<file path="src/content_hash_table_lookup_unit_macros.svh">
// Assertion macros shared by the lookup unit modules.
`ifndef CONTENT_HASH_TABLE_LOOKUP_UNIT_MACROS_SVH
`define CONTENT_HASH_TABLE_LOOKUP_UNIT_MACROS_SVH
// Same-cycle implication, checked on every rising edge outside reset.
`define CHTL_ASSERT_NOW(label, ante, cons, msg) \
	label: assert property (@(posedge clk) disable iff (!arst_n) (ante) |-> (cons)) \
		else $error(msg);
// Next-cycle implication, checked on every rising edge outside reset.
`define CHTL_ASSERT_NEXT(label, ante, cons, msg) \
	label: assert property (@(posedge clk) disable iff (!arst_n) (ante) |=> (cons)) \
		else $error(msg);
`endif

</file>
<file path="src/chtl_pkg.sv">
// Types and constants of the content hash table lookup unit.
package chtl_pkg;

	localparam logic [63:0] FNV_BASIS = 64'hCBF2_9CE4_8422_2325;
	localparam logic [63:0] FNV_PRIME_LO = 64'h0000_0000_0000_01B3;
	localparam int unsigned FNV_PRIME_SHIFT = 40;

	localparam int unsigned CMD_DEPTH = 4;
	localparam int unsigned CMD_CNT_W = 3;

	localparam logic REG_PACK_PRESENT = 1'b0;
	localparam logic REG_NAMES_SIZE = 1'b1;

	typedef enum logic [1:0] {
		OP_LOAD = 2'd0,
		OP_DATA = 2'd1,
		OP_RECORD = 2'd2
	} opcode_t;

	typedef enum logic [1:0] {
		CMD_LOAD,
		CMD_LOOKUP,
		CMD_RECORD
	} cmd_kind_t;

	typedef enum logic [2:0] {
		ST_HIT = 3'd0,
		ST_UNAVAILABLE = 3'd1,
		ST_NO_MATCH = 3'd2,
		ST_OFFSET_RANGE = 3'd3,
		ST_FAILED = 3'd4
	} status_t;

	typedef enum logic [2:0] {
		BK_IDLE,
		BK_BS_RD,
		BK_BS_CMP,
		BK_SC_RD,
		BK_SC_CMP,
		BK_FL_RD,
		BK_FL_CMP,
		BK_EMIT
	} back_state_t;

	typedef struct packed {
		cmd_kind_t kind;
		logic [63:0] hash;
		logic [31:0] length;
		logic [31:0] offset;
	} cmd_t;

	typedef struct packed {
		logic [63:0] hash;
		logic [31:0] length;
		logic [31:0] offset;
	} entry_t;

	// One FNV-1a 64 step; the prime is 2^40 + 0x1B3.
	function automatic logic [63:0] fnv_step(input logic [63:0] h, input logic [7:0] b);
		logic [63:0] x;
		x = h ^ {56'd0, b};
		return (x << FNV_PRIME_SHIFT) + x * FNV_PRIME_LO;
	endfunction

endpackage

</file>
<file path="src/chtl_front.sv">
// Front end: hashes blob bytes and turns accepted items into commands.
module chtl_front (
	input  logic               clk,
	input  logic               arst_n,
	input  logic               push,
	input  logic [1:0]         opcode,
	input  logic [7:0]         data_byte,
	input  logic               last_byte,
	input  logic [63:0]        key_hash,
	input  logic [31:0]        key_length,
	input  logic [31:0]        name_offset,
	input  logic               cmd_full,
	output logic               full,
	output logic               cmd_wr,
	output chtl_pkg::cmd_t     cmd_wdata
);

	logic [63:0] hash_q;
	logic [31:0] len_q;
	logic [63:0] hash_next;
	logic [31:0] len_next;
	logic        accept;

	assign full = cmd_full;
	assign accept = push && !cmd_full;
	assign hash_next = chtl_pkg::fnv_step(hash_q, data_byte);
	assign len_next = (len_q == 32'hFFFF_FFFF) ? len_q : len_q + 32'd1;

	always_comb begin
		cmd_wr = 1'b0;
		cmd_wdata.kind = chtl_pkg::CMD_LOAD;
		cmd_wdata.hash = key_hash;
		cmd_wdata.length = key_length;
		cmd_wdata.offset = name_offset;
		if (accept) begin
			priority if (opcode == chtl_pkg::OP_LOAD) begin
				cmd_wr = 1'b1;
			end else if (opcode == chtl_pkg::OP_RECORD) begin
				cmd_wr = 1'b1;
				cmd_wdata.kind = chtl_pkg::CMD_RECORD;
			end else if (opcode == chtl_pkg::OP_DATA && last_byte) begin
				cmd_wr = 1'b1;
				cmd_wdata.kind = chtl_pkg::CMD_LOOKUP;
				cmd_wdata.hash = hash_next;
				cmd_wdata.length = len_next;
			end else begin
				// Inner bytes and the unused opcode queue nothing.
				cmd_wr = 1'b0;
			end
		end
	end

	always_ff @(posedge clk or negedge arst_n) begin
		if (!arst_n) begin
			hash_q <= chtl_pkg::FNV_BASIS;
			len_q <= 32'd0;
		end else if (accept && opcode == chtl_pkg::OP_DATA) begin
			if (last_byte) begin
				hash_q <= chtl_pkg::FNV_BASIS;
				len_q <= 32'd0;
			end else begin
				hash_q <= hash_next;
				len_q <= len_next;
			end
		end
	end

endmodule

</file>
<file path="config.mk">
export PLATFORM = sky130hd
export DESIGN_NAME = chtl_front
export DESIGN_NICKNAME = d
export VERILOG_FILES = /design/src/content_hash_table_lookup_unit_macros.svh /design/src/chtl_pkg.sv /design/src/chtl_front.sv
export SDC_FILE = /design/constraint.sdc
export NUM_CORES = 1
export LEC_CHECK = 0
export ABC_CLOCK_PERIOD_IN_PS = 14660
export BUFFER_PORTS_ARGS = -buffer_cell sky130_fd_sc_hd__buf_2
export CAP_MARGIN = 20
export CORE_ASPECT_RATIO = 1.1
export CORE_UTILIZATION = 40
export CTS_CLUSTER_SIZE = 14
export DETAILED_ROUTE_END_ITERATION = 10
export GPL_TIMING_DRIVEN = 0
export HOLD_SLACK_MARGIN = 0.06
export SLEW_MARGIN = 20
export SYNTH_ARGS = -nofsm -noshare
export SYNTH_HDL_FRONTEND = slang
export SYNTH_SLANG_ARGS = --single-unit
</file>
<file path="constraint.sdc">
create_clock -name clk -period 14.66 [get_ports clk]
set_input_delay 0.733 -clock clk [delete_from_list [all_inputs] [get_ports clk]]
set_output_delay 0.733 -clock clk [all_outputs]
set_load 0.03 [all_outputs]
</file>
==> results.ini, run 1 <==
[run_status]
status=finished clean

[critical_path]
critical_path.max_fanout=6
worstPathArrival_ps=8130
worstSetupPathType=in -> out
rrSetupSlack_ps=7160
rr_worst_depth=20
crit_required_ps=13930
r2r-end=hash_q[50]$_DFFE_PN0P_
cp-start-kind=primary input
crit_end=cmd_wdata[118]
regToRegStartpoint=hash_q[2]$_DFFE_PN1P_
end_kind=output port
cp-startpoint=data_byte[2]

[cts]
holdBufCountCts=0
cts_buffer_depth=2
clk_pin_slew_worst_paths_ps=70
clockRootBuffer=clkbuf_16
postCtsResizedCells=0
cts_tree=done
clkSinkCount=96
cts_inserted_buffers=9
cts_max_level=3
cts_setup_buffers=0
clk-insertion-delay-late_ps=370

[logic_synthesis]
async_reset_ff_share_pct=100
avgSynthCellArea_um2=8.28
ys_types=72
synthCells=2144
synth.cell_area_mm2=0.0178
synth_flop_cell=dfrtp_1
synth_edf_count=0
seq_area_frac_synth_pct=13.7
ys_ff_latch=96
syn_nets=2694
ys_warn_count=0

[detailed_routing]
drt-wirelength-per-cell_um=19.9
num_vias=15400
via_per_inst=5.17
dr.pass1.iters=5
drt_iter0_drc=907
ant_nets=0
wl_um=59300
drc=0

[floorplan]
die-area_mm2=0.0452
core_mm2=0.0435
initial_utilization_pct=40.8
rows=80
die_w_um=203
pin_count=275
dieHeight_um=223

[final_layout]
drive_above_1_share_pct=14.7
stdcell_count=2977
diodes=0
final_common_cell=inv_1
final_nets=2948
area_growth_pct=12.7
mostFrequentLayoutCells=446 x inv_1, 269 x nand2_1, 246 x buf_2

[global_route]
grt-ovfl-total=0
grt_usage_pct=26.5
grt_pass1_vias=15600
antenna_found_initial=5
grt_max_degree=51
grt_pass1_wl_um=90000

[placement]
place_inst=2960
place_ws_ps=5960
hpwl_um=51300
gp_congestion=0.931
portBuffers=241

[timing]
fmax_mhz=113
fin_worst_skew_ps=9.93
setup_slack_ps=5800
rsz0062_at_grt=no
drv_slew=0
fin_crit_sh_pct=60.5
max_slew.worst_pin.slew_ps=1130
fin_tns_setup_ps=0
slew-limit-headroom_pct=24.3
finalHoldViolCount=0
period_minus_slack_ps=8860
whs_ps=308
setup_viol=0

[flow_run]
maxCapViolations=0

[worst_hold_path]
hold_path.class=in -> async

metrics by stage:
| stage | cell area [um2] | utilization (%) |
|---|---|---|
| global placement | 19700 | 45.2 |
| global route | 20000 | 46.0 |
| CTS | 20000 | 45.9 |
| floorplan | 17800 | - |
| finish | 20000 | 46.0 |
| detailed placement | 19700 | 45.3 |
layout make-up:
cell class | count | area (um2)
tap | 574 | 718
inverter | 446 | 1670
clock buffer | 10 | 229
sequential | 96 | 2440
buffer | 116 | 577
fill | 4409 | 23500
multi-input combinational | 1486 | 13100
clock inverter | 6 | 50.0
timing repair buffer | 243 | 1240
state kept, by name, summed over array words and instances (netlist names):
register and flops:
len_q 32, hash_q 64
per-layer routing:
layer | vias up | GRT usage (%) | share of wire (%)
li1 | 7346 | - | -
met1 | 7418 | 33.8 | 42
met5 | - | 0 | 0.081
met4 | 8 | 7.47 | 2.7
met2 | 541 | 46.0 | 49
met3 | 79 | 4.12 | 6.2
Yosys cell counts, types with 6 or more instances:
| library cell | instances | area, um2 |
|---|---|---|
| dfstp_2 | 28 | 736 |
| a22o_1 | 16 | 140 |
| nor2_1 | 72 | 270 |
| o21ai_0 | 134 | 671 |
| inv_1 | 446 | 1670 |
| o211ai_1 | 7 | 52.6 |
| nand2b_1 | 6 | 37.5 |
| nand4_1 | 21 | 131 |
| nor3_1 | 31 | 155 |
| xnor2_1 | 82 | 718 |
| xor2_1 | 82 | 718 |
| buf_4 | 34 | 255 |
| ha_1 | 197 | 2460 |
| o21ai_1 | 9 | 45.0 |
| nand2_1 | 269 | 1010 |
| o21bai_1 | 15 | 113 |
| mux2_2 | 9 | 101 |
| a21o_1 | 52 | 390 |
| nor2b_1 | 6 | 37.5 |
| o31ai_1 | 7 | 52.6 |
| o21a_1 | 6 | 45.0 |
| o22a_1 | 12 | 105 |
| dfrtp_1 | 68 | 1700 |
| clkbuf_1 | 75 | 282 |
| fa_1 | 210 | 4200 |
| a21oi_1 | 97 | 485 |
| a31oi_1 | 10 | 62.6 |
| mux2i_1 | 10 | 100 |
| o22ai_1 | 12 | 75.1 |
| nand3_1 | 18 | 90.1 |
| and3_1 | 14 | 87.6 |
worst max-delay path: stages:
cell      delay (ps)
buf_2            110
xnor2_1          780
inv_1            260
ha_1             400
xor2_1           200
ha_1             210
or2_2            300
fa_1             470
fa_1             490
ha_1             290
ha_1             390
nand3_1          150
nor4_1           470
o311ai_0         460
o211ai_1         420
a31oi_1          320
o21bai_1         600
a41oi_1          240
xnor2_1          340
nand2_1          170
nand2_1          110
buf_2            200
worst min-delay path by stage:
stage	end	slack, ps	cells past startpoint	startpoint
final	len_q[5]$_DFFE_PN0P_	310	1	arst_n
after CTS	hash_q[48]$_DFFE_PN0P_	330	1	arst_n
after global routing	len_q[5]$_DFFE_PN0P_	340	1	arst_n
after detailed placement	hash_q[2]$_DFFE_PN1P_	450	2	hash_q[2]$_DFFE_PN1P_
after global placement	hash_q[2]$_DFFE_PN1P_	450	2	hash_q[2]$_DFFE_PN1P_
after floorplan	hash_q[10]$_DFFE_PN0P_	440	0	arst_n
kinds of logic after synthesis:
logic type	Yosys count	synth area share, %
fa+ha+maj	407	37.6
compound gates	415	14.5
mux	19	1.13
xor+xnor	164	8.09
simple gates	481	12.3
flops	96	13.7
buf+inv	562	12.7
Power of run 1 is not shown: default switching activity piles up to over one toggle a cycle in this logic, so the estimate is an artifact.
==> inputs of run 2 (changes only) <==
ABC_CLOCK_PERIOD_IN_PS = 8350   (was 14660)
clock period = 8.35 ns   (was 14.66 ns; I/O delays follow)
==> results.ini, run 2 (same netlist as run 1, synthesis figures left out) <==
[cts]
cts_tree=done
clkSinkCount=96  ; unchanged
cts_buffer_depth=2  ; unchanged
clockRootBuffer=clkbuf_16
clk-insertion-delay-late_ps=370  ; about the same
clk_pin_slew_worst_paths_ps=80  ; about the same
cts_inserted_buffers=9  ; unchanged
cts_max_level=3  ; unchanged

[final_layout]
final_common_cell=inv_1
stdcell_count=2978  ; +0.034%
diodes=0  ; unchanged
drive_above_1_share_pct=14.9  ; +0.16 points
area_growth_pct=12.9
largestRegisters=hash_q x64, len_q x32
largest_reg_flops=64  ; unchanged
fill_cells=4412  ; +0.068%
post-route-util_pct=46.0  ; +0.092 points
final_nets=2949  ; +0.034%
mostFrequentLayoutCells=446 x inv_1, 269 x nand2_1, 246 x buf_2
largest_register=hash_q

[critical_path]
cp_cell_sequence=xnor2_2 -> inv_1 -> ha_1 -> xor2_1 -> ha_1 -> or2_2 -> fa_1 -> fa_1 -> ha_1 -> ha_1 -> nand3_1 -> nor4_1 -> o311ai_0 -> o211ai_1 -> a31oi_1 -> o21bai_1 -> a41oi_1 -> xnor2_1 -> nand2_1 -> nand2_1 -> buf_2
worstSetupPathType=reg -> out
crit_top_cell=ha_1
slowest_stage=o21bai_1
worstPathArrival_ps=7670  ; -460 ps
critical_path.max_fanout=6  ; unchanged
crit_required_ps=7930  ; -6000 ps
rrSetupSlack_ps=1210  ; -5950 ps
end_kind=output port
cpPeakStageDelay_ps=590  ; -190 ps
cp-start-kind=flop

[timing]
fin_worst_skew_ps=10.6  ; +0.624 ps
finalHoldViolCount=0  ; unchanged
slew-limit-headroom_pct=30.6  ; +6.3 points
period_minus_slack_ps=8090
rsz0062_at_grt=no
fmax_mhz=124
setup_slack_ps=263  ; -5530 ps
fin_tns_setup_ps=0  ; unchanged
max_slew.worst_pin.slew_ps=1040  ; -87.0 ps
drv_slew=0  ; unchanged
setup_viol=0  ; unchanged
fin_crit_sh_pct=96.8

[placement]
hpwl_um=51300  ; unchanged
place_ws_ps=282  ; -5680 ps
place_inst=2960  ; unchanged
gp_congestion=0.931  ; unchanged
portBuffers=241  ; unchanged

[detailed_routing]
ant_nets=0  ; unchanged
via_per_inst=5.17  ; about the same
drc=0  ; unchanged
drt_iter0_drc=966  ; +6.5%
num_vias=15400  ; +0.045%
wl_um=59300  ; about the same
drt-wirelength-per-cell_um=19.9  ; about the same
dr.pass1.iters=5  ; unchanged

[floorplan]
dieHeight_um=223  ; unchanged
rows=80  ; unchanged
core_mm2=0.0435  ; unchanged
die_w_um=203  ; unchanged
die-area_mm2=0.0452  ; unchanged
initial_utilization_pct=40.8  ; unchanged
pin_count=275  ; unchanged

[global_route]
grt_max_degree=51  ; unchanged
antenna_found_initial=5  ; unchanged
grt_usage_pct=26.5  ; about the same
grt_pass1_wl_um=90000  ; about the same
grt-ovfl-total=0  ; unchanged
grt_pass1_vias=15600  ; -0.038%

[worst_hold_path]
hold_path.class=in -> reg

[flow_run]
maxCapViolations=0  ; unchanged

[run_status]
status=finished clean

[run 2: per-layer routing]
metal	track usage (%)	share of wire [%]
met4	7.47	2.7
met2	46.0	49
met1	33.8	42
met3	4.12	5.7
met5	0	0.081
[run 2: worst paths after layout]
| kind | from | endpoint | cells after the start |
|---|---|---|---|
| worst max-delay path | hash_q[0]$_DFFE_PN1P_ | cmd_wdata[118] | 21 |
| worst min-delay path | data_byte[0] | hash_q[0]$_DFFE_PN1P_ | 3 |
| worst max register to register | hash_q[0]$_DFFE_PN1P_ | hash_q[50]$_DFFE_PN0P_ | 21 |
| worst min register to register | hash_q[54]$_DFFE_PN1P_ | hash_q[54]$_DFFE_PN1P_ | 2 |
| max in group asynchronous | arst_n | hash_q[13]$_DFFE_PN1P_ | 3 |
| min in group asynchronous | arst_n | len_q[5]$_DFFE_PN0P_ | 2 |
[run 2: critical path, delay by kind of cell (launching register included)]
family | cells | cell delay (ps)
adders and majority gates | 6 | 2140
xor gates and xnor gates | 3 | 1110
buffers and inverters | 2 | 420
DFF | 1 | 390
and+or+nand+nor | 5 | 1190
AOI/OAI and AO/OA | 5 | 2030
[run 2: what timing repair did]
action	in CTS	in global routing
hold buffers	1	0
hold endpoints to repair	28	0
buffers inserted	0	0
setup endpoints to repair	0	6
resized for setup	0	4
[run 2: final cells by class]
cell class / instances / area [um2] / area share (%)
multi-input combinational: 1486 / 13100 / 65.4
sequential: 96 / 2440 / 12.2
inverter: 446 / 1670 / 8.35
timing repair buffer: 244 / 1250 / 6.26
tap: 574 / 718 / 3.58
buffer: 116 / 577 / 2.88
clock buffer: 10 / 229 / 1.14
clock inverter: 6 / 50.0 / 0.250
[run 2: metrics by stage]
stage | cell area (um2) | hold WS, ps
final | 20000 | 405
after global routing | 20000 | 418
after floorplan | 17800 | 122
after global placement | 19700 | 453
after detailed placement | 19700 | 407
after CTS | 20000 | 395
Power of run 2 is left out for the same reason.
