## config.mk

```make
export PLATFORM = sky130hd
export DESIGN_NAME = chtl_cmd_fifo
export DESIGN_NICKNAME = d
export VERILOG_FILES = /design/src/chtl_pkg.sv /design/src/chtl_cmd_fifo.sv
export VERILOG_INCLUDE_DIRS = /design/src /design/src/src
export SDC_FILE = /design/constraint.sdc
export NUM_CORES = 1
export LEC_CHECK = 0
export BUFFER_PORTS_ARGS = -buffer_cell sky130_fd_sc_hd__clkbuf_2
export CORE_MARGIN = 5
export CORE_UTILIZATION = 35
export CTS_BUF_LIST = sky130_fd_sc_hd__clkbuf_8
export DETAILED_ROUTE_END_ITERATION = 12
export PLACE_DENSITY = 0.55
export SYNTH_ARGS = -nofsm -noshare
export SYNTH_HDL_FRONTEND = slang
export SYNTH_SLANG_ARGS = --single-unit
```

## constraint.sdc

```tcl
create_clock -name clk -period 5.8 [get_ports clk]
set_input_delay 1.74 -clock clk [delete_from_list [all_inputs] [get_ports clk]]
set_output_delay 1.74 -clock clk [all_outputs]
set_load 0.02 [all_outputs]
```

## src/content_hash_table_lookup_unit_macros.svh

```systemverilog
// Assertion macros shared by the lookup unit modules.
`ifndef CONTENT_HASH_TABLE_LOOKUP_UNIT_MACROS_SVH
`define CONTENT_HASH_TABLE_LOOKUP_UNIT_MACROS_SVH
// Same-cycle implication, checked on every rising edge outside reset.
`define CHTL_ASSERT_NOW(label, ante, cons, msg) \
	label: assert property (@(posedge clk) disable iff (!arst_n) (ante) |-> (cons)) \
		else $error(msg);
// Next-cycle implication, checked on every rising edge outside reset.
`define CHTL_ASSERT_NEXT(label, ante, cons, msg) \
	label: assert property (@(posedge clk) disable iff (!arst_n) (ante) |=> (cons)) \
		else $error(msg);
`endif

```

## src/chtl_pkg.sv

```systemverilog
// Types and constants of the content hash table lookup unit.
package chtl_pkg;

	localparam logic [63:0] FNV_BASIS = 64'hCBF2_9CE4_8422_2325;
	localparam logic [63:0] FNV_PRIME_LO = 64'h0000_0000_0000_01B3;
	localparam int unsigned FNV_PRIME_SHIFT = 40;

	localparam int unsigned CMD_DEPTH = 4;
	localparam int unsigned CMD_CNT_W = 3;

	localparam logic REG_PACK_PRESENT = 1'b0;
	localparam logic REG_NAMES_SIZE = 1'b1;

	typedef enum logic [1:0] {
		OP_LOAD = 2'd0,
		OP_DATA = 2'd1,
		OP_RECORD = 2'd2
	} opcode_t;

	typedef enum logic [1:0] {
		CMD_LOAD,
		CMD_LOOKUP,
		CMD_RECORD
	} cmd_kind_t;

	typedef enum logic [2:0] {
		ST_HIT = 3'd0,
		ST_UNAVAILABLE = 3'd1,
		ST_NO_MATCH = 3'd2,
		ST_OFFSET_RANGE = 3'd3,
		ST_FAILED = 3'd4
	} status_t;

	typedef enum logic [2:0] {
		BK_IDLE,
		BK_BS_RD,
		BK_BS_CMP,
		BK_SC_RD,
		BK_SC_CMP,
		BK_FL_RD,
		BK_FL_CMP,
		BK_EMIT
	} back_state_t;

	typedef struct packed {
		cmd_kind_t kind;
		logic [63:0] hash;
		logic [31:0] length;
		logic [31:0] offset;
	} cmd_t;

	typedef struct packed {
		logic [63:0] hash;
		logic [31:0] length;
		logic [31:0] offset;
	} entry_t;

	// One FNV-1a 64 step; the prime is 2^40 + 0x1B3.
	function automatic logic [63:0] fnv_step(input logic [63:0] h, input logic [7:0] b);
		logic [63:0] x;
		x = h ^ {56'd0, b};
		return (x << FNV_PRIME_SHIFT) + x * FNV_PRIME_LO;
	endfunction

endpackage

```

## src/chtl_cmd_fifo.sv

```systemverilog
// Short command queue between the front end and the back end.
`include "content_hash_table_lookup_unit_macros.svh"
module chtl_cmd_fifo (
	input  logic           clk,
	input  logic           arst_n,
	input  logic           wr,
	input  chtl_pkg::cmd_t wdata,
	input  logic           rd,
	output logic           full,
	output logic           empty,
	output chtl_pkg::cmd_t rdata
);

	chtl_pkg::cmd_t mem_q [chtl_pkg::CMD_DEPTH];
	logic [1:0] wp_q;
	logic [1:0] rp_q;
	logic [chtl_pkg::CMD_CNT_W-1:0] cnt_q;
	logic do_wr;
	logic do_rd;

	assign full = (cnt_q == chtl_pkg::CMD_CNT_W'(chtl_pkg::CMD_DEPTH));
	assign empty = (cnt_q == '0);
	assign rdata = mem_q[rp_q];
	assign do_wr = wr && !full;
	assign do_rd = rd && !empty;

	always_ff @(posedge clk) begin
		if (do_wr) begin
			mem_q[wp_q] <= wdata;
		end
	end

	always_ff @(posedge clk or negedge arst_n) begin
		if (!arst_n) begin
			wp_q <= '0;
			rp_q <= '0;
			cnt_q <= '0;
		end else begin
			if (do_wr) begin
				wp_q <= wp_q + 2'd1;
			end
			if (do_rd) begin
				rp_q <= rp_q + 2'd1;
			end
			cnt_q <= cnt_q + chtl_pkg::CMD_CNT_W'(do_wr) - chtl_pkg::CMD_CNT_W'(do_rd);
		end
	end

	`CHTL_ASSERT_NOW(a_cnt_bound, 1'b1, cnt_q <= chtl_pkg::CMD_CNT_W'(chtl_pkg::CMD_DEPTH), "command queue over capacity")
	`CHTL_ASSERT_NOW(a_no_wr_full, wr, !full, "command written while queue full")
	`CHTL_ASSERT_NEXT(a_wr_nonempty, do_wr && !do_rd, !empty, "queue empty after write")

endmodule

```

==> results_dict.tcl, run 1 <==
set metrics [dict create \
    status "completed" \
    syn_avg_cell_area_um2 26.65 \
    port_buffers 265 \
    power.leakage_nw 7.945 \
    worstReg2RegEnd "mem_q[2][98]" \
    fin_worst_skew_ns 0.02436 \
    synth_common_cells "520 x edfxtp_1, 130 x mux4_2, 15 x buf_2" \
    whs_ns 0.5973 \
    drive_above_1_share_pct 45.94 \
    root_buffer "clkbuf_8" \
    drt-vias-per-instance 4.786 \
    grt_pass1_vias 9545 \
    syn_to_final_growth_pct 19.71 \
    critPathMaxFanout 54 \
    nFillCells 4707 \
    synth_seq_cells 527 \
    antenna_left 0 \
    dieArea_um2 59690 \
    routed_wl_mm 39.52 \
    fin_crit_ns 4.333 \
    yosys.area.top_type "edfxtp_1" \
    max_slew_margin_pct 39.84 \
    arrival_ns 2.59 \
    max_slew.worst_pin.slew_ns 0.9024 \
    holdPathEnd "wp_q[1]" \
    finish.instance_area_um2 23000 \
    yosysMostFrequentCell "edfxtp_1" \
    syn_nets 862 \
    cts.sinks 527 \
    placedInstanceArea_um2 21440 \
    grt_start_max_net_pins 131 \
    holdBufCountCts 0 \
    rsz0062_at_grt "false" \
    slowest_stage "dfrtp_4" \
    yosysUniqueCellTypes 21 \
    r2r-start "cnt_q[2]" \
    hold_viol_final 0 \
    clkTransAtPathRegs_ns 0.06 \
    pwr_density_cell_nw_per_um2 522.6 \
    die_w_um 244.3 \
    synth_edf_count 520 \
    synth_top_area_share_pct 81.26 \
    grt_pass1_wl_mm 59.67 \
    finalNetCount 1203 \
    dp_hpwl_mm 23.35 \
    grt_overflow 0 \
    reg2reg_depth 3 \
    place_ws_ns 2.091 \
    post_cts_resized 0 \
    antenna_found_initial 9 \
    drtIter0Drc 399 \
    setup-tns-final_ns 0 \
    ys_warn_count 0 \
    numCtsBuffers 89 \
    ys_dominant_reg_cell "edfxtp_1" \
    maxClockFrequency_mhz 230.8 \
    cpPeakStageDelay_ns 0.90 \
    worstHoldStart "wp_q[1]" \
    rrSetupSlack_ns 3.45 \
    pin_count 266 \
    slew_viol_final 0 \
    dieHeight_um 244.3 \
    vdd_ir_drop_max_mv 0.2674 \
    synth_cells 721 \
    wire_per_inst_um 21.59 \
    initial_core_util_pct 35.50 \
    cts_tree "done" \
    hold_path.class "flop to flop" \
    clk_latency_ns 0.65 \
    cp-end-kind "output pin" \
    cp.required_ns 4.06 \
    drv_cap 0 \
    finalPower_w 0.01202 \
    post_cts_buffers 0 \
    drc 0 \
    min_path_cells 2 \
    row_count 85 \
    cts.path.max_buffers 3 \
    ys_seq_area_share_pct 82.17 \
    fin_ws_ns 1.467 \
    drt_first_pass_iters 4 \
    cp-start-kind "flop" \
    setup-violations-final 0 \
    synthArstFlopShare_pct 1.328 \
    vias 8763 \
    worst-setup-path-type "flop to output pin" \
    fp.coreArea_um2 54130 \
    fin_crit_sh_pct 74.71 \
    crit_chain "buf_12 -> mux4_2 -> clkbuf_2" \
    synth_area_leaders "edfxtp_1 81%, mux4_2 15%, dfrtp_1 0.91%" \
    grt_usage_pct 13.22 \
    syn_area_um2 19220 \
    gp_congestion 0.6787 \
    h-tree-depth 3 \
]
## state kept, by name (all words and copies together), names as in the netlist
name / flops
wp_q: 2
mem_q: 520
rp_q: 2
cnt_q: 3
## kinds of logic after synthesis
family | after synthesis | synth area share (%)
AND/OR/NAND/NOR | 13 | 0.5403
adder cells (fa/ha/maj) | 7 | 0.4948
buffers and inverters | 36 | 1.211
flip-flops | 527 | 82.17
XOR/XNOR | 4 | 0.1823
multiplexers | 130 | 15.24
AO/OA/AOI/OAI | 4 | 0.1628
## cells in the final DEF (no fill, tap or decap), drive strengths merged, types with 2 or more instances in the layout
cell type / count
edfxtp: 520
and3b: 4
ha: 6
clkinvlp: 2
o211ai: 2
xnor2: 4
dfrtp: 7
buf: 15
inv: 48
clkinv: 26
diode: 3
clkbuf: 356
nand2b: 4
nand4bb: 2
mux4: 130
## where the power goes
group	leakage, nW	total [W]	switching (W)	internal, W
combinational	2.17	0.00386	0.00233	0.00153
sequential	4.84	0.00528	0.000264	0.00502
clock	0.934	0.00288	0.00142	0.00146
total	7.95	0.0120	0.00401	0.00801
## critical path, delay by kind of cell (launching register included)
kind     cells  cell delay [ns]
mux          1             0.39
buf+inv      2             0.55
flops        1             0.90
## per-layer routing
| layer | vias up | track usage [%] | part of all wire (%) |
|---|---|---|---|
| li1 | 3832 | - | - |
| met1 | 4582 | 16.66 | 41 |
| met2 | 257 | 20.90 | 49 |
| met3 | 82 | 5.438 | 7.8 |
| met4 | 10 | 4.547 | 2.3 |
| met5 | - | 0 | 0.17 |
## per-stage QoR
step,instances,util [%]
after floorplan,721,-
after detailed placement,1667,39.60
after global placement,1667,39.60
after CTS,1828,42.48
after global routing,1830,42.49
final,1831,42.49
## cell type report
cell class	count	area [um^2]	share of cell area, %
Multi-Input combinational cell	158	3208	13.95
Clock inverter	70	305.3	1.327
Inverter	6	22.52	0.09791
Timing Repair Buffer	280	1539	6.690
Sequential cell	527	15800	68.68
Antenna cell	3	7.507	0.03264
Clock buffer	91	1252	5.445
Tap cell	696	870.8	3.786
## how the worst max path moves through the flow
stage	from	to	cells after the start
after floorplan	wr	mem_q[0][0]	1
after global placement	rp_q[1]	rdata[74]	3
after detailed placement	rp_q[0]	rdata[20]	3
after CTS	rp_q[1]	rdata[14]	3
after global routing	rp_q[0]	rdata[20]	3
final	rp_q[1]	rdata[74]	3
(Power assumes the default switching activity.)
==> run 2, diff against run 1 <==
Settings changed: PLACE_DENSITY 0.55 to 0.57.
Clock period 5.8 ns to 3.5 ns, I/O delays scaled along.
==> results_dict.tcl, run 2 (synthesized netlist as in run 1, its figures left out) <==
set metrics [dict create \
    antenna_found_initial 6 \
    fp.coreArea_um2 54130 \
    cp.required_ns 2.45 \
    setup-violations-final 0 \
    clkTransAtPathRegs_ns 0.06 \
    finalNetCount 1213 \
    critPathMaxFanout 20 \
    root_buffer "clkbuf_8" \
    grt_pass1_wl_mm 60.16 \
    rsz0062_at_grt "false" \
    final_cells 1838 \
    setup-tns-final_ns 0 \
    drtIter0Drc 430 \
    max_slew_margin_pct 54.18 \
    crit_family "buffers and inverters" \
    drt_first_pass_iters 4 \
    cpPeakStageDelay_ns 0.52 \
    cp-end-kind "output pin" \
    dieArea_um2 59690 \
    cts_tree "done" \
    syn_to_final_growth_pct 21.45 \
    pin_count 266 \
    drive_above_1_share_pct 47.28 \
    final_common_cell "edfxtp_1" \
    drt-vias-per-instance 4.812 \
    regMostFlops "mem_q" \
    slowest_stage "mux4_2" \
    top_regs "mem_q: 520 flops, cnt_q: 3 flops" \
    crit_chain "buf_12 -> bufbuf_16 -> mux4_2 -> clkbuf_2" \
    port_buffers 265 \
    worst-setup-path-type "flop to output pin" \
    fin_crit_ns 3.333 \
    row_count 85 \
    cp-start-kind "flop" \
    wire_per_inst_um 21.77 \
    pwr-share-clk_pct 25.0 \
    arrival_ns 2.28 \
    fin_crit_sh_pct 95.22 \
    numCtsBuffers 89 \
    max_slew.worst_pin.slew_ns 0.6873 \
    initial_core_util_pct 35.50 \
    die_w_um 244.3 \
    grt_pass1_vias 9722 \
    clk_latency_ns 0.65 \
    gp_congestion 0.7077 \
    power.leakage_nw 8.047 \
    internal-power_w 0.01382 \
    switchingPower_w 0.006751 \
    dieHeight_um 244.3 \
    cts.path.max_buffers 3 \
    swShare_pct 32.82 \
    vias 8845 \
    pwr_density_cell_nw_per_um2 881.5 \
    largest_reg_flops 520 \
    path_buf_inv 3 \
    combPwrFrac_pct 33.1 \
    grt_overflow 0 \
    drc 0 \
    status "completed" \
    fin_worst_skew_ns 0.02955 \
    p_seq_share_pct 41.9 \
    vdd_ir_drop_max_mv 0.5199 \
    slew_viol_final 0 \
    antenna_left 0 \
    grt_start_max_net_pins 85 \
    hold_viol_final 0 \
    routed_wl_mm 40.02 \
    maxClockFrequency_mhz 300.1 \
    h-tree-depth 3 \
    grt_usage_pct 13.30 \
    mostFrequentLayoutCells "520 x edfxtp_1, 265 x clkbuf_2, 130 x mux4_2, 93 x clkbuf_8, 27 x clkinv_1" \
    cts.sinks 527 \
    dp_hpwl_mm 23.66 \
    hold_path.class "input pin to async pin" \
    placed_cells 1672 \
    drv_cap 0 \
]
-- run 2: repair_timing --
action,in CTS,in global routing
endpoints found under the setup margin,91,7
hold buffers,0,0
resized for setup,2,1
cloned,1,0
setup buffers,3,1
-- run 2: cell type report --
type                    count  area (um^2)
clock inverters            66        391.6
fillers                  4643        30800
inverters                   6        22.52
repair buffers            290         1762
diodes                      2        5.005
well taps                 696        870.8
multi-input cells         158         3208
flip-flops and latches    527        15800
clock buffers              93         1280
-- run 2: routing by layer --
layer | vias to the layer above | routed length [um] | track usage [%] | share of wire (%)
li1 | 3852 | - | - | -
met1 | 4640 | 17130 | 17.80 | 43
met2 | 263 | 18740 | 20.31 | 47
met3 | 82 | 3148 | 5.187 | 7.9
met4 | 8 | 930 | 4.066 | 2.3
met5 | - | 72 | 0 | 0.18
-- run 2: power by group through the flow --
stage	sequential, W	clock (W)	combinational [W]
floorplan	0.00867	0	0.00454
CTS	0.00866	0.00536	0.00698
global route	0.00871	0.00565	0.00731
finish	0.00861	0.00515	0.00681
detailed placement	0.00883	0	0.00678
global placement	0.00878	0	0.00675
-- run 2: stage by stage --
step / total power, W / utilization, % / hold slack [ns] / cell area (um^2) / worst slack (ns)
2_1_floorplan: 0.01321 / - / 0.5425 / 19220 / 0.3691
3_3_place_gp: 0.01553 / 39.83 / 0.5939 / 21560 / 0.6407
3_5_place_dp: 0.01561 / 39.83 / 0.6127 / 21560 / 0.6317
4_1_cts: 0.02101 / 43.07 / 0.1598 / 23310 / 0.02297
5_1_grt: 0.02167 / 43.11 / 0.1720 / 23330 / 0.003770
6_report: 0.02057 / 43.11 / 0.2500 / 23340 / 0.1673
-- run 2: final timing paths --
kind | slack, ns | cells past startpoint | end | from
worst min register to register | 0.61 | 2 | wp_q[1] | wp_q[1]
worst min-delay path | 0.25 | 1 | wp_q[0] | arst_n
worst max-delay path | 0.17 | 4 | rdata[121] | rp_q[0]
worst max register to register | 1.23 | 8 | cnt_q[2] | cnt_q[2]
min in group clk | 0.61 | 2 | wp_q[1] | wp_q[1]
max in group asynchronous | 3.03 | 1 | rp_q[1] | arst_n
-- run 2: worst reg2reg max path, cell delays in order (launching register included) --
cell	delay, ns
dfrtp_1	0.46
nor3b_2	0.50
nand2b_1	0.18
ha_1	0.13
inv_1	0.04
ha_1	0.18
fa_1	0.40
xnor2_1	0.15
xnor2_1	0.13
==> run 3, diff against run 2 <==
Settings changed: CORE_UTILIZATION 35 to 50, PLACE_DENSITY 0.57 to 0.76.
==> results_dict.tcl, run 3 (synthesized netlist as in run 1, its figures left out) <==
set metrics [dict create \
    die_w_um 206.0 \
    drt-vias-per-instance 5.340 \
    max_slew.worst_pin.slew_ns 0.6333 \
    dieHeight_um 206.0 \
    largest_reg_flops 520 \
    place_ws_ns 0.6310 \
    clk_latency_ns 0.63 \
    fin_crit_sh_pct 94.61 \
    slew_viol_final 0 \
    hold_viol_final 0 \
    initial_core_util_pct 50.78 \
    setup-tns-final_ns 0 \
    cp-end-kind "output pin" \
    fin_worst_skew_ns 0.02231 \
    critPathMaxFanout 11 \
    worst-setup-path-type "flop to output pin" \
    maxClockFrequency_mhz 302.0 \
    finalNetCount 1207 \
    antenna_left 0 \
    fp.coreArea_um2 37840 \
    grt_start_max_net_pins 83 \
    drtIter0Drc 550 \
    grt_usage_pct 17.59 \
    worstSetupStartpoint "rp_q[0]" \
    h-tree-depth 3 \
    status "completed" \
    numCtsBuffers 83 \
    grt_overflow 0 \
    final_cells 1642 \
    wire_per_inst_um 22.51 \
    hold_path.class "input pin to async pin" \
    cts.sinks 527 \
    root_buffer "clkbuf_8" \
    r2r-start "cnt_q[2]" \
    vdd_ir_drop_max_mv 0.5068 \
    grt_pass1_vias 9601 \
    slowest_stage "dfrtp_4" \
    nFillCells 2661 \
    dieArea_um2 42450 \
    path_buf_inv 2 \
    drt_first_pass_iters 4 \
    crit_chain "buf_4 -> mux4_2 -> clkbuf_2" \
    post_cts_resized 0 \
    dp_hpwl_mm 22.90 \
    antenna_found_initial 3 \
    gp_congestion 0.7326 \
    vias 8768 \
    max_slew_margin_pct 57.78 \
    grt_pass1_wl_mm 56.05 \
    mostFrequentLayoutCells "520 x edfxtp_1, 265 x clkbuf_2, 130 x mux4_2, 84 x clkbuf_8, 32 x clkinv_1" \
    cpPeakStageDelay_ns 0.59 \
    setup-violations-final 0 \
    pin_count 266 \
    top_regs "mem_q: 520 flops, cnt_q: 3 flops" \
    drc 0 \
    placed_cells 1490 \
    drv_cap 0 \
    routed_wl_mm 36.96 \
    cp.required_ns 2.45 \
    cp-start-kind "flop" \
    pwr_density_cell_nw_per_um2 875.1 \
    clkTransAtPathRegs_ns 0.06 \
    syn_to_final_growth_pct 19.24 \
    regMostFlops "mem_q" \
    cts_tree "done" \
    cts.path.max_buffers 3 \
    crit_family "flip-flops" \
    row_count 71 \
    final_common_cell "edfxtp_1" \
    arrival_ns 2.26 \
    drive_above_1_share_pct 47.52 \
    rsz0062_at_grt "false" \
    power.leakage_nw 7.904 \
    fin_ws_ns 0.1888 \
    port_buffers 265 \
    fin_crit_ns 3.311 \
]
[run 3: path summary, 6_finish.rpt]
kind                                   end  slack (ns)  cells past startpoint
worst max-delay path            rdata[128]        0.19                      3
worst max register to register    cnt_q[2]        1.22                      8
max in group asynchronous          rp_q[0]        3.03                      1
worst min-delay path              cnt_q[0]        0.27                      1
worst min register to register     wp_q[1]        0.63                      2
min in group clk                   wp_q[1]        0.63                      2
[run 3: area by class of cell]
| class | count | area (um^2) | area share, % |
|---|---|---|---|
| flip-flops and latches | 527 | 15800 | 68.95 |
| multi-input cells | 158 | 3208 | 14.00 |
| repair buffers | 290 | 1689 | 7.372 |
| clock buffers | 84 | 1156 | 5.046 |
| well taps | 511 | 639.4 | 2.790 |
| clock inverters | 65 | 397.9 | 1.736 |
| inverters | 6 | 22.52 | 0.09829 |
| diodes | 1 | 2.502 | 0.01092 |
[run 3: layer usage]
layer,GRT usage [%],part of all wire (%),wire length [um]
met5,0,0.070,26
met4,5.798,2.2,821
met1,22.78,39,14310
met2,27.99,50,18500
met3,6.559,8.9,3302
[run 3: repair_timing]
action	4_1_cts	5_1_grt
buffers inserted	2	0
setup endpoints to repair	72	0
hold buffers	0	0
[run 3: metrics by stage]
step / power (W) / hold slack, ns / utilization, % / area, um^2
2_1_floorplan: 0.01321 / 0.5425 / - / 19220
3_3_place_gp: 0.01535 / 0.5749 / 56.39 / 21340
3_5_place_dp: 0.01549 / 0.6118 / 56.39 / 21340
4_1_cts: 0.02043 / 0.1983 / 60.54 / 22910
5_1_grt: 0.02109 / 0.2184 / 60.55 / 22910
6_report: 0.02005 / 0.2652 / 60.55 / 22910
[run 3: report_power, final]
part | internal, W | switching [W] | total [W] | leakage [nW]
Combinational | 0.00266 | 0.00385 | 0.00651 | 2.24
Clock | 0.00255 | 0.00230 | 0.00485 | 0.821
Sequential | 0.00831 | 0.000377 | 0.00868 | 4.84
